===== src/design/igcd_pkg.sv =====
`default_nettype none

package igcd_pkg;

  // Fixed field widths of the stream and configuration ports
  localparam int unsigned PIX_IN_W   = 16;
  localparam int unsigned GRAD_W     = 18;
  localparam int unsigned ROW_IDX_W  = 10;
  localparam int unsigned COL_W      = 16;
  localparam int unsigned ROWS_REG_W = 11;
  localparam int unsigned CFG_DATA_W = 16;
  localparam int unsigned OUT_DATA_W = 64;
  localparam int unsigned OUT_PAD_W  = OUT_DATA_W - 2 * GRAD_W - ROW_IDX_W - COL_W;

  // Register reset values
  localparam logic [ROWS_REG_W-1:0] ROWS_RST = 11'd256;
  localparam logic [COL_W-1:0]      COLS_RST = 16'd256;

  // Item kind carried on tuser
  typedef enum logic {
    OP_PIXEL = 1'b0,
    OP_FLUSH = 1'b1
  } op_e;

  // Configuration register indexes
  typedef enum logic {
    REG_ROWS = 1'b0,
    REG_COLS = 1'b1
  } reg_idx_e;

  // Position and edge flags of the pixel whose result an item completes
  typedef struct packed {
    logic                 produce;
    logic                 first_row;
    logic                 last_row;
    logic                 first_col;
    logic                 last_col;
    logic                 last;
    logic [ROW_IDX_W-1:0] row;
    logic [COL_W-1:0]     col;
  } meta_t;

endpackage

`default_nettype wire


===== src/design/igcd_grad.sv =====
`default_nettype none

module igcd_grad (
  input  wire logic                            clk_i,
  input  wire logic                            rst_ni,
  input  wire logic                            s0_valid_i,
  input  wire igcd_pkg::meta_t                 s0_meta_i,
  input  wire logic [igcd_pkg::PIX_IN_W-1:0]   s0_pix_i,
  input  wire logic [igcd_pkg::PIX_IN_W-1:0]   s0_up_i,
  input  wire logic [igcd_pkg::PIX_IN_W-1:0]   s0_back_i,
  output logic                                 s0_move_o,
  output logic                                 m_valid_o,
  input  wire logic                            m_ready_i,
  output logic      [igcd_pkg::OUT_DATA_W-1:0] m_data_o,
  output logic                                 m_last_o
);

  import igcd_pkg::*;

  // Difference in half units; a one-sided difference is doubled
  function automatic logic signed [GRAD_W-1:0] half_diff(
    input logic [PIX_IN_W-1:0] a,
    input logic [PIX_IN_W-1:0] b,
    input logic                dbl
  );
    logic signed [GRAD_W-1:0] d;
    d = GRAD_W'(a) - GRAD_W'(b);
    return dbl ? (d <<< 1) : d;
  endfunction

  logic [PIX_IN_W-1:0]      ctr_q;
  logic [PIX_IN_W-1:0]      above_q;
  logic                     m_valid_q, m_valid_d;
  logic [OUT_DATA_W-1:0]    m_data_q;
  logic                     m_last_q;
  logic                     load;
  logic signed [GRAD_W-1:0] grad_col;
  logic signed [GRAD_W-1:0] grad_row;

  assign s0_move_o = s0_valid_i && (!m_valid_q || m_ready_i);
  assign load      = s0_move_o && s0_meta_i.produce;

  // Column direction: right neighbour is the newest pixel, left one from the far line
  always_comb begin
    if (s0_meta_i.first_col) begin
      grad_col = half_diff(s0_pix_i, ctr_q, 1'b1);
    end else if (s0_meta_i.last_col) begin
      grad_col = half_diff(ctr_q, s0_back_i, 1'b1);
    end else begin
      grad_col = half_diff(s0_pix_i, s0_back_i, 1'b0);
    end
  end

  // Row direction: neighbours from the near line and the tap behind the centre
  always_comb begin
    if (s0_meta_i.first_row) begin
      grad_row = half_diff(s0_up_i, ctr_q, 1'b1);
    end else if (s0_meta_i.last_row) begin
      grad_row = half_diff(ctr_q, above_q, 1'b1);
    end else begin
      grad_row = half_diff(s0_up_i, above_q, 1'b0);
    end
  end

  // Neighbour taps along the column
  always_ff @(posedge clk_i) begin
    if (s0_move_o) begin
      ctr_q   <= s0_up_i;
      above_q <= ctr_q;
    end
  end

  // Output register
  always_comb begin
    if (load) begin
      m_valid_d = 1'b1;
    end else if (m_ready_i) begin
      m_valid_d = 1'b0;
    end else begin
      m_valid_d = m_valid_q;
    end
  end

  always_ff @(posedge clk_i or negedge rst_ni) begin
    if (!rst_ni) begin
      m_valid_q <= 1'b0;
    end else begin
      m_valid_q <= m_valid_d;
    end
  end

  always_ff @(posedge clk_i) begin
    if (load) begin
      m_data_q <= {{OUT_PAD_W{1'b0}}, s0_meta_i.col, s0_meta_i.row, grad_row, grad_col};
      m_last_q <= s0_meta_i.last;
    end
  end

  assign m_valid_o = m_valid_q;
  assign m_data_o  = m_data_q;
  assign m_last_o  = m_last_q;

endmodule

`default_nettype wire


===== config.mk =====
export PLATFORM = sky130hd
export DESIGN_NAME = igcd_grad
export DESIGN_NICKNAME = d
export VERILOG_FILES = /design/src/design/igcd_pkg.sv /design/src/design/igcd_grad.sv
export SDC_FILE = /design/constraint.sdc
export NUM_CORES = 1
export LEC_CHECK = 0
export BUFFER_PORTS_ARGS = -buffer_cell sky130_fd_sc_hd__buf_4
export CAP_MARGIN = 20
export CORE_MARGIN = 1.5
export CORE_UTILIZATION = 25
export CTS_CLUSTER_SIZE = 16
export DETAILED_ROUTE_END_ITERATION = 10
export PLACE_DENSITY = 0.39
export SETUP_SLACK_MARGIN = 0.2
export SLEW_MARGIN = 20
export SYNTH_ARGS = -nofsm -noshare
export SYNTH_HDL_FRONTEND = slang
export SYNTH_SLANG_ARGS = --single-unit
export TNS_END_PERCENT = 10

===== constraint.sdc =====
create_clock -name clk_i -period 4.2 [get_ports clk_i]
set_input_delay 0.84 -clock clk_i [delete_from_list [all_inputs] [get_ports clk_i]]
set_output_delay 0.84 -clock clk_i [all_outputs]
set_load 0.03 [all_outputs]

# Word-level counts from Yosys, hierarchy flattened
# Cells that the tools add are included.
[totals] in_bits=84 out_inout_bits=67 regBits=96
[classes] n_mux=6 reduce_logical=7 addsub=6
[op_table] cell="subtractor 16 x 16 -> 17 bit" count=6
[op_table] cell="two-way mux 18 bit" count=4
[op_table] cell="OR reduction 2 bit" count=2
[op_table] cell="logical AND 1 bit" count=2
[op_table] cell="two-way mux 1 bit" count=2
[op_table] cell="nonzero test 2 bit" count=1
[op_table] cell="zero test 1 bit" count=1
[op_table] cell="logical OR 1 bit" count=1

# Longest topological paths before layout
# Gate-level depths: netlist of run 1.
[depth] depth_word=5 ltp_mapped=11

# Worst setup path after synthesis of run 1
# OpenSTA, ideal clock, no wires.
[synth_timing] path_kind="input -> register" from="input m_ready_i" to="register m_data_q[0], in the netlist m_data_o[0] (enable)" stages=4 t_arrival_ps=3416 n_path_buf=0 setup_time_ps=417 setup_slack_ps=367 path_cell_list="nand2b_1 > and2_1 > nand2_1 > inv_1"
[synth_between] elab_chain_cells=3
[synth_lines] element="start, declared" line_no="igcd_grad.sv:13" source="input wire logic m_ready_i,"
[synth_lines] element="logical OR 1 bit" line_no="igcd_grad.sv:40" source="assign s0_move_o = s0_valid_i && (!m_valid_q || m_ready_i);"
[synth_lines] element="logical AND 1 bit" line_no="igcd_grad.sv:40"
[synth_lines] element="named net s0_move_o" line_no="igcd_grad.sv:11" source="output logic s0_move_o,"
[synth_lines] element="logical AND 1 bit" line_no="igcd_grad.sv:41" source="assign load = s0_move_o && s0_meta_i.produce;"
[synth_lines] element="named net load" line_no="igcd_grad.sv:36" source="logic load;"
[synth_lines] element="end signal, assigned" line_no="igcd_grad.sv:94" source="m_data_q <= {{OUT_PAD_W{1'b0}}, s0_meta_i.col, s0_meta_i.row, grad_row, grad_col};"
[synth_lines] element="end, declared" line_no="igcd_grad.sv:34" source="logic [OUT_DATA_W-1:0] m_data_q;"
# The timed path passes the listed nets, and every way through them passes these cells.
# A chain may end at the register's enable or synchronous reset.

# Worst setup path in the final report of run 1
[layout_timing] from="register ctr_q[1]" to="register m_data_q[31], in the netlist m_data_o[31] (data pin)"
[layout_between] elab_chain_cells=3 word_cells_on_any_way=4 classes_between="2 x add/sub; 2 x mux"
[layout_lines] element="start, declared" line_no="igcd_grad.sv:31" source="logic [PIX_IN_W-1:0] ctr_q;"
[layout_lines] element="start signal, assigned" line_no="igcd_grad.sv:68" source="ctr_q <= s0_up_i;"
[layout_lines] element="subtractor 16 x 16 -> 17 bit" line_no="igcd_grad.sv:27" source="d = GRAD_W'(a) - GRAD_W'(b);"
[layout_lines] element="two-way mux 18 bit" line_no="igcd_grad.sv:58" source="end else if (s0_meta_i.last_row) begin"
[layout_lines] element="two-way mux 18 bit *" line_no="igcd_grad.sv:56" source="if (s0_meta_i.first_row) begin"
[layout_lines] element="named net grad_row[13]" line_no="igcd_grad.sv:38" source="logic signed [GRAD_W-1:0] grad_row;"
# The timed path passes the listed nets; every way through them passes the cells marked *.

==> results.toml, run 1 <==
[cts]
insertion_delay_ps = 370
cts_buffer_depth = 2
cts_setup_buffers = 0
cts_resized = 0
cts.sinks = 96
path_clk_slew_ps = 80
cts_root_buf = "clkbuf_16"
cts_buffers = 9
htreeDepth = 3
hold_buffers = 0
cts_tree = "built"

[place]
portBuffers = 148
post-place-ws_ps = 850
detailed_place_hpwl_um = 18300
routabilityCongestion = 0.788

[floorplanning]
start_util_pct = 25.5
io_pins = 151
num_rows = 64
core_area_um2 = 30700
die_w_um = 180
dieArea_um2 = 32500
dieHeight_um = 180

[detailed_routing]
vias = 6373
drc_errors = 12
wl_per_cell_um = 17.0
vias_per_cell = 4.71
first_iter_violations = 257
wl_um = 23000
dr.pass1.iters = 9
drt.antenna.violating_nets = 0

[setup_path]
cp_slowest_cell = "edfxtp_1"
worst_ep_arrival_time_ps = 3140
crit_path_max_incr_delay_ps = 540
startpoint_type = "register"
crit_type = "register to register"
cp_data_required_time_ps = 4320
critPathMaxFanout = 6
end_kind = "register"
path_cells = "inv_1 > fa_1 > nand2b_1 > a21oi_1 > o22ai_2 > nor3_1 > nor2_1 > xnor2_1 > a221o_1"

[global_routing]
grt_pass1_vias = 6385
busiest_layer = "met2"
grt_usage_pct = 14.3
use_met1_pct = 18.5
met2_usage_pct = 24.4
antenna_found_initial = 0
grt_first_pass_wirelength_um = 35800
grt_overflow = 0
gr-usage-met3_pct = 2.73
grt_start_max_net_pins = 35

[pwr]
power_leakage_nw = 4.13
ir_worst_vdd_mv = 0.168
power_density_nw_per_um2 = 321

[timing]
setup_viol = 0
finalSetupTns_ps = 0
slew_violations = 0
worstMarginPinSlew_ps = 515
max-slew-margin-rel_pct = 65.6
skew_ps = 8.43
fmax_ghz = 0.331
min_period_ps = 3020
hold_violations = 0
rsz0062_at_grt = "false"
timing.final.crit_share_pct = 71.8
fin_ws_ps = 1180

[logic_synthesis]
yosysSeqAreaShare_pct = 36.7
ys_types = 75
synthTopCellsByArea = "edfxtp_1 (36%), ha_1 (15%), a21oi_1 (4.8%)"
ys_ff_latch = 96
synthFlopType = "edfxtp_1"
synth_edf_count = 95
synthArstFlopShare_pct = 1.04
synth-warning-count = 0
syn-instance-count = 805
syn_area_um2 = 7850
yosysTopAreaCell = "edfxtp_1"
synth.avg_cell_area_um2 = 9.75
synth_top_area_share_pct = 36.4

[outcome]
outcome = "finished, violations left"
violations = "design-rule violations"

[flow_run]
maxCapViolations = 0

[final_layout]
area_growth_pct = 23.5
final.fill_count = 3313
drive_gt1_share_pct = 20.6
diodes = 0
final_nets = 1139

[min_path]
hold_class = "input pin to async pin"
## layer usage
metal | vias up | part of all wire, %
met4 | 0 | 1.1
met1 | 2929 | 47
met5 | - | 0
li1 | 3285 | -
met2 | 146 | 47
met3 | 13 | 4.2
## area by class of cell
| class | instances | area (um^2) | share of cell area (%) |
|---|---|---|---|
| Multi-Input combinational cell | 627 | 4650 | 48.0 |
| Sequential cell | 96 | 2880 | 29.7 |
| Timing Repair Buffer | 151 | 1130 | 11.7 |
| Tap cell | 396 | 495 | 5.11 |
| Inverter | 68 | 255 | 2.63 |
| Clock buffer | 9 | 225 | 2.32 |
| Clock inverter | 7 | 55.1 | 0.568 |
## registers in the layout, indices dropped and copies added (netlist names)
signal,cells
above_q,16
ctr_q,16
m_data_o,62
m_last_o,1
m_valid_o,1
## critical path: cells and delay by family (launching register included)
family          cells  cell delay, ps
compound gates      3             750
xor+xnor            1             150
fa+ha+maj           1             480
buf+inv             1             220
flops               1             540
simple gates        3             640
## worst paths after layout
| kind | from | endpoint | slack (ps) | depth (start not counted) |
|---|---|---|---|---|
| hold / removal | rst_ni | m_valid_o$_DFFE_PN0P_ | 240 | 1 |
| hold reg to reg | m_valid_o$_DFFE_PN0P_ | m_valid_o$_DFFE_PN0P_ | 510 | 2 |
| setup reg to reg | ctr_q[1]$_DFFE_PP_ | m_data_o[31]$_DFFE_PP_ | 1180 | 9 |
| setup / recovery | ctr_q[1]$_DFFE_PP_ | m_data_o[31]$_DFFE_PP_ | 1180 | 9 |
| min in group clk_i | m_valid_o$_DFFE_PN0P_ | m_valid_o$_DFFE_PN0P_ | 510 | 2 |
| max in group asynchronous | rst_ni | m_valid_o$_DFFE_PN0P_ | 3890 | 1 |
## stage by stage
stage	cells	util (%)	hold slack, ps	cell area, um^2	power, mW
finish	1354	31.5	236	9690	3.11
global route	1354	31.5	216	9690	3.32
global placement	1338	30.6	502	9410	2.32
detailed placement	1338	30.6	496	9410	2.31
floorplan	806	-	482	7850	1.98
CTS	1354	31.5	209	9690	3.18
## synth_stat cells, types with 3 or more instances
master,count
a21oi_2,4
fa_1,6
a31oi_1,11
nor2_1,63
a21boi_0,3
a21oi_1,76
and2_1,4
nor3_1,11
edfxtp_1,95
a211o_1,4
nor3b_1,3
a211oi_1,17
and3_1,4
nand2b_1,16
o41ai_2,3
or3_1,4
nor4_1,3
o21bai_1,4
ha_1,96
nor2b_1,11
o31ai_2,3
o21ai_1,17
nand3_1,8
inv_1,68
o21a_1,13
xnor2_1,37
xor2_1,25
o31a_1,5
clkbuf_1,10
o21ai_0,44
mux2i_1,4
nand2_1,54
a221o_1,4
a311oi_1,3
a21o_1,19
buf_2,3
## power breakdown
| group | internal, mW | switching [mW] |
|---|---|---|
| Sequential | 1.14 | 0.0276 |
| Combinational | 0.469 | 0.642 |
| Clock | 0.410 | 0.421 |
| Total | 2.02 | 1.09 |
## cell families (layout without fill, tap and decap cells)
family,Yosys count,count (layout),synth area share [%]
buf+inv,83,235,4.11
simple gates,189,189,11.2
compound gates,266,266,23.3
xor+xnor,62,62,6.92
fa+ha+maj,102,102,16.8
other cells,1,2,0.0478
flops,96,96,36.7
mux,6,6,0.797
## cell usage in the layout, fill, tap and decap left out, types with 5 or more instances in the layout
master	Yosys	final
buf_4	2	151
ha_1	96	96
edfxtp_1	95	95
a21oi_1	76	76
inv_1	68	67
nor2_1	63	63
nand2_1	54	54
o21ai_0	44	44
xnor2_1	37	37
xor2_1	25	25
a21o_1	19	19
o21ai_1	17	17
a211oi_1	17	17
nand2b_1	16	16
o21a_1	13	13
nor2b_1	11	11
a31oi_1	11	11
nor3_1	11	11
clkbuf_16	0	9
nand3_1	8	8
fa_1	6	6
o31a_1	5	5
Note: power is estimated with default switching activity, not from simulation.
==> inputs of run 2 (changes only) <==
--- a/config.mk
+++ b/config.mk
@@ -11,7 +11,7 @@
 export CORE_UTILIZATION = 25
 export CTS_CLUSTER_SIZE = 16
 export DETAILED_ROUTE_END_ITERATION = 10
-export PLACE_DENSITY = 0.39
+export PLACE_DENSITY = 0.41
 export SETUP_SLACK_MARGIN = 0.2
 export SLEW_MARGIN = 20
 export SYNTH_ARGS = -nofsm -noshare
==> constraint.sdc (replaced) <==
create_clock -name clk_i -period 2.6 [get_ports clk_i]
set_input_delay 0.52 -clock clk_i [delete_from_list [all_inputs] [get_ports clk_i]]
set_output_delay 0.52 -clock clk_i [all_outputs]
set_load 0.03 [all_outputs]
==> run 2 against run 1 <==
Against the previous run:
- the run ends with design-rule violations, negative setup slack left
- critical path depth grew 1
- sequential share of layout area shrank 3.9 points
- fmax is 14% higher
- combinational power grew 100%
- critical path type unchanged
- critical endpoint is now m_data_o[11]$_DFFE_PP_
==> results.toml, run 2 (synthesis gave the netlist of run 1 again) <==
[cts]
cts_tree = "built"
cts_buffers = 9
cts_root_buf = "clkbuf_16"
cts.sinks = 96
htreeDepth = 3
cts_buffer_depth = 2
path_clk_slew_ps = 80
insertion_delay_ps = 360

[detailed_routing]
drc_errors = 19
vias_per_cell = 4.67
wl_um = 24400
dr.pass1.iters = 7
wl_per_cell_um = 16.4
drt.antenna.violating_nets = 0
vias = 6951
first_iter_violations = 284

[pwr]
p_int_mw = 3.55
p_sw_share_pct = 35.0
p_comb_share_pct = 40.5
power_leakage_nw = 4.84
p_seq_share_pct = 34.3
power_switching_mw = 1.92
power_density_nw_per_um2 = 490
clock_power_share_pct = 25.1
ir_worst_vdd_mv = 0.259

[setup_path]
worst_ep_arrival_time_ps = 2770
cp_data_required_time_ps = 2710
critPathMaxFanout = 3
path_cells = "buf_4 > ha_4 > nor2b_2 > o31a_1 > o31ai_4 > nand2_1 > a21oi_2 > xor2_1 > nor2_1 > a221o_1"
timing.critical_path.buf_inv = 1
cp_slowest_cell = "edfxtp_1"
worstReg2RegStart = "ctr_q[2]$_DFFE_PP_"
crit_path_max_incr_delay_ps = 480
startpoint_type = "register"
crit_type = "register to register"
cp_top_family = "compound AO/OA/AOI/OAI gates"
end_kind = "register"
critical_path.startpoint = "ctr_q[2]$_DFFE_PP_"

[final_layout]
final.fill_count = 3199
largest_reg_flops = 62
diodes = 0
fin_util_pct = 36.3
drive_gt1_share_pct = 35.9
final_common_cell = "buf_4"
final_nets = 1272
final_cell_mix = "buf_4 (278), edfxtp_1 (95), ha_1 (86)"
area_growth_pct = 42.2
stdcell_area_um2 = 11200

[outcome]
violations = "design-rule violations, negative setup slack"
outcome = "finished, violations left"

[timing]
timing.final.crit_share_pct = 102
skew_ps = 14.8
max-slew-margin-rel_pct = 61.0
hold_violations = 0
fmax_ghz = 0.376
rsz0062_at_grt = "true"
fin_ws_ps = -56.8
setup_viol = 4
worstMarginPinSlew_ps = 586
slew_violations = 0
min_period_ps = 2660

[global_routing]
grt_pass1_vias = 7012
grt_usage_pct = 14.9
antenna_found_initial = 0
grt_overflow = 0
grt_first_pass_wirelength_um = 38200
grt_start_max_net_pins = 43

[min_path]
min_from = "s0_meta_i[2]"
hold_class = "input pin to register"

[floorplanning]
io_pins = 151
core_area_um2 = 30700
dieArea_um2 = 32500
die_w_um = 180
num_rows = 64
dieHeight_um = 180
start_util_pct = 25.5

[flow_run]
maxCapViolations = 0

[place]
routabilityCongestion = 0.793
detailed_place_hpwl_um = 19300
portBuffers = 148
dpl_cell_area_um2 = 10400
post-place-ws_ps = -330
run 2: changes by cell type in the layout (fill, tap and decap cells not counted), moves of 4 or more:
cell	change
inv_2	+7
o21ai_0	-6
fa_1	-6
nor2b_1	-5
o21ai_2	+4
a21oi_1	-9
ha_1	-10
inv_1	-10
buf_4	+127
fa_2	+6
clkinvlp_4	+4
buf_6	+5
ha_4	+9
a21oi_2	+7
run 2: routing by layer:
metal | global-route usage, % | vias to the layer above | wire, um | share of wire, %
li1 | - | 3552 | - | -
met1 | 19.0 | 3250 | 11200 | 46
met2 | 27.1 | 142 | 12200 | 50
met3 | 2.24 | 7 | 879 | 3.6
met4 | 2.22 | 0 | 137 | 0.56
met5 | 0 | - | 0 | 0
run 2: repair_timing:
action,CTS,global route
gates resized for setup,45,33
cloned,0,0
hold buffers,1,0
pin swaps,32,36
setup buffers,8,3
setup endpoints to repair,22,24
endpoints found under the hold margin,1,0
run 2: metrics by stage:
step	setup TNS [ps]	instances	power [mW]	hold slack, ps
finish	-98.3	1487	5.47	329
global route	-1470	1487	5.82	312
CTS	-393	1484	5.51	315
detailed placement	-3930	1459	3.99	296
global placement	-3970	1459	3.99	296
floorplan	0	806	3.22	224
run 2: path summary, 6_finish.rpt:
path / cells past startpoint / endpoint / slack (ps)
max: 10 / m_data_o[11]$_DFFE_PP_ / -60
min: 1 / m_data_o[48]$_DFFE_PP_ / 330
max reg2reg: 10 / m_data_o[11]$_DFFE_PP_ / -60
min reg2reg: 2 / m_valid_o$_DFFE_PN0P_ / 520
max in group asynchronous: 2 / m_valid_o$_DFFE_PN0P_ / 2060
min in group asynchronous: 2 / m_valid_o$_DFFE_PN0P_ / 470
run 2: cell type report:
type,count,area [um^2],area share (%)
multi-input cells,627,5070,45.5
inverters,68,277,2.48
clock inverters,6,53.8,0.482
clock buffers,10,229,2.05
flip-flops and latches,96,2880,25.8
repair buffers,284,2150,19.3
well taps,396,495,4.44
run 2: power groups by stage:
stage	Sequential, mW	Clock, mW	Combinational [mW]
4_1_cts	1.88	1.46	2.17
5_1_grt	1.89	1.50	2.43
6_report	1.88	1.37	2.22
2_1_floorplan	2.03	0	1.18
3_3_place_gp	1.91	0	2.08
3_5_place_dp	1.91	0	2.07
==> inputs of run 3 (changes only) <==
--- a/config.mk
+++ b/config.mk
@@ -8,10 +8,10 @@
 export BUFFER_PORTS_ARGS = -buffer_cell sky130_fd_sc_hd__buf_4
 export CAP_MARGIN = 20
 export CORE_MARGIN = 1.5
-export CORE_UTILIZATION = 25
+export CORE_UTILIZATION = 52
 export CTS_CLUSTER_SIZE = 16
 export DETAILED_ROUTE_END_ITERATION = 10
-export PLACE_DENSITY = 0.41
+export PLACE_DENSITY = 0.76
 export SETUP_SLACK_MARGIN = 0.2
 export SLEW_MARGIN = 20
 export SYNTH_ARGS = -nofsm -noshare
==> run 3 against run 2 <==
Against the previous run:
- the flow still finishes with violations (design-rule violations, negative setup slack)
- combinational power shrank 5%
- via count grew 0.66%
- wire length shrank 15%
- critical endpoint is now m_data_o[15]$_DFFE_PP_
- first-iteration DRC count grew 71%
- sequential cell count is the same
==> results.toml, run 3 (synthesis gave the netlist of run 1 again) <==
[setup_path]
crit_path_max_incr_delay_ps = 460
timing.critical_path.buf_inv = 1
worst_ep_arrival_time_ps = 2720
cp_slowest_cell = "edfxtp_1"
cp_common_cell = "a21oi_2"
cp_top_family = "compound AO/OA/AOI/OAI gates"
crit_type = "register to register"
path_cells = "buf_6 > ha_4 > fa_2 > o21bai_4 > a211oi_2 > a21oi_2 > a41oi_2 > mux2_4 > o221ai_2 > a21oi_2"
critPathMaxFanout = 4
end_kind = "register"
cp_data_required_time_ps = 2690
startpoint_type = "register"

[pwr]
p_sw_share_pct = 33.1
clock_power_share_pct = 24.7
p_int_mw = 3.54
p_total_mw = 5.29
p_comb_share_pct = 39.8
power_leakage_nw = 4.62
power_switching_mw = 1.75
ir_worst_vdd_mv = 0.373
p_seq_share_pct = 35.5
power_density_nw_per_um2 = 503

[detailed_routing]
vias = 6997
drc_errors = 15
dr.pass1.iters = 8
vias_per_cell = 5.68
wl_um = 20800
first_iter_violations = 485
wl_per_cell_um = 16.9
drt.antenna.violating_nets = 0

[final_layout]
drive_gt1_share_pct = 33.1
final_nets = 1231
diodes = 0
area_growth_pct = 34.2
largest_reg_flops = 62
final.fill_count = 1130
final_cell_mix = "buf_4 (240), edfxtp_1 (95), ha_1 (85)"
fin_util_pct = 71.9
final_common_cell = "buf_4"

[timing]
timing.final.crit_share_pct = 101
fmax_ghz = 0.380
rsz0062_at_grt = "true"
min_period_ps = 2630
setup_viol = 4
slew_violations = 0
fin_ws_ps = -28.8
hold_violations = 0
skew_ps = 6.05
finalSetupTns_ps = -63.9

[cts]
cts_tree = "built"
cts.sinks = 96
htreeDepth = 3
path_clk_slew_ps = 70
insertion_delay_ps = 350
cts_root_buf = "clkbuf_16"
cts_buffer_depth = 2
cts_buffers = 9

[floorplanning]
core_area_um2 = 14600
start_util_pct = 53.6
num_rows = 44
io_pins = 151
dieHeight_um = 126
dieArea_um2 = 15800
die_w_um = 126

[outcome]
outcome = "finished, violations left"
violations = "design-rule violations, negative setup slack"

[place]
detailed_place_hpwl_um = 15700
portBuffers = 148
routabilityCongestion = 0.918

[global_routing]
grt_first_pass_wirelength_um = 32300
grt_usage_pct = 25.7
grt_pass1_vias = 6859
antenna_found_initial = 0
grt_overflow = 0
grt_start_max_net_pins = 37

[flow_run]
maxCapViolations = 0

[min_path]
hold_class = "input pin to register"
run 3: path summary, 6_finish.rpt:
kind,to,depth (start not counted),slack [ps],start
worst max-delay path,m_data_o[15]$_DFFE_PP_,10,-30,ctr_q[0]$_DFFE_PP_
worst min-delay path,m_data_o[51]$_DFFE_PP_,1,340,s0_meta_i[5]
worst max register to register,m_data_o[15]$_DFFE_PP_,10,-30,ctr_q[0]$_DFFE_PP_
worst min register to register,m_valid_o$_DFFE_PN0P_,2,520,m_valid_o$_DFFE_PN0P_
max in group asynchronous,m_valid_o$_DFFE_PN0P_,2,2060,rst_ni
min in group asynchronous,m_valid_o$_DFFE_PN0P_,2,460,rst_ni
run 3: worst reg2reg max path: stages (launching register included):
cell and delay [ps]:
edfxtp_1 460, buf_6 160, ha_4 150, fa_2 390, o21bai_4 150, a211oi_2 110, a21oi_2 250, a41oi_2 190
mux2_4 340, o221ai_2 140, a21oi_2 40
run 3: per-stage QoR:
step                setup slack, ps  std cells  hold WS, ps  cell area [um^2]
floorplan                       125        806          224              7960
global placement               -216       1208          296              9870
detailed placement             -226       1208          296              9870
CTS                           -2.12       1225          336             10300
global route                   -140       1232          336             10500
finish                        -28.8       1232          341             10500
run 3: routing by layer:
metal / vias up / GRT usage, % / wire (um) / share of wire (%)
li1: 3462 / - / - / -
met2: 224 / 45.9 / 10200 / 49
met4: 0 / 12.2 / 814 / 3.9
met3: 52 / 3.10 / 887 / 4.3
met1: 3259 / 30.8 / 8850 / 43
met5: - / 0 / 0 / 0
run 3: power by group through the flow:
stage | Sequential [mW] | Combinational [mW] | Clock, mW
2_1_floorplan | 2.03 | 1.18 | 0
3_3_place_gp | 1.91 | 1.91 | 0
3_5_place_dp | 1.91 | 1.94 | 0
4_1_cts | 1.88 | 2.01 | 1.32
5_1_grt | 1.89 | 2.30 | 1.38
6_report | 1.88 | 2.11 | 1.31
run 3: layout make-up:
| class | instances | area [um^2] | area share, % |
|---|---|---|---|
| Clock buffer | 9 | 225 | 2.14 |
| Clock inverter | 5 | 50.0 | 0.475 |
| Inverter | 68 | 272 | 2.58 |
| Multi-Input combinational cell | 627 | 5040 | 47.9 |
| Sequential cell | 96 | 2880 | 27.3 |
| Tap cell | 184 | 230 | 2.19 |
| Timing Repair Buffer | 243 | 1830 | 17.4 |
run 3: repair_timing:
action	4_1_cts	5_1_grt
pin swaps	38	34
setup endpoints to repair	22	22
hold buffers	1	0
buffers inserted	2	7
endpoints found under the hold margin	1	0
gates resized for setup	34	37
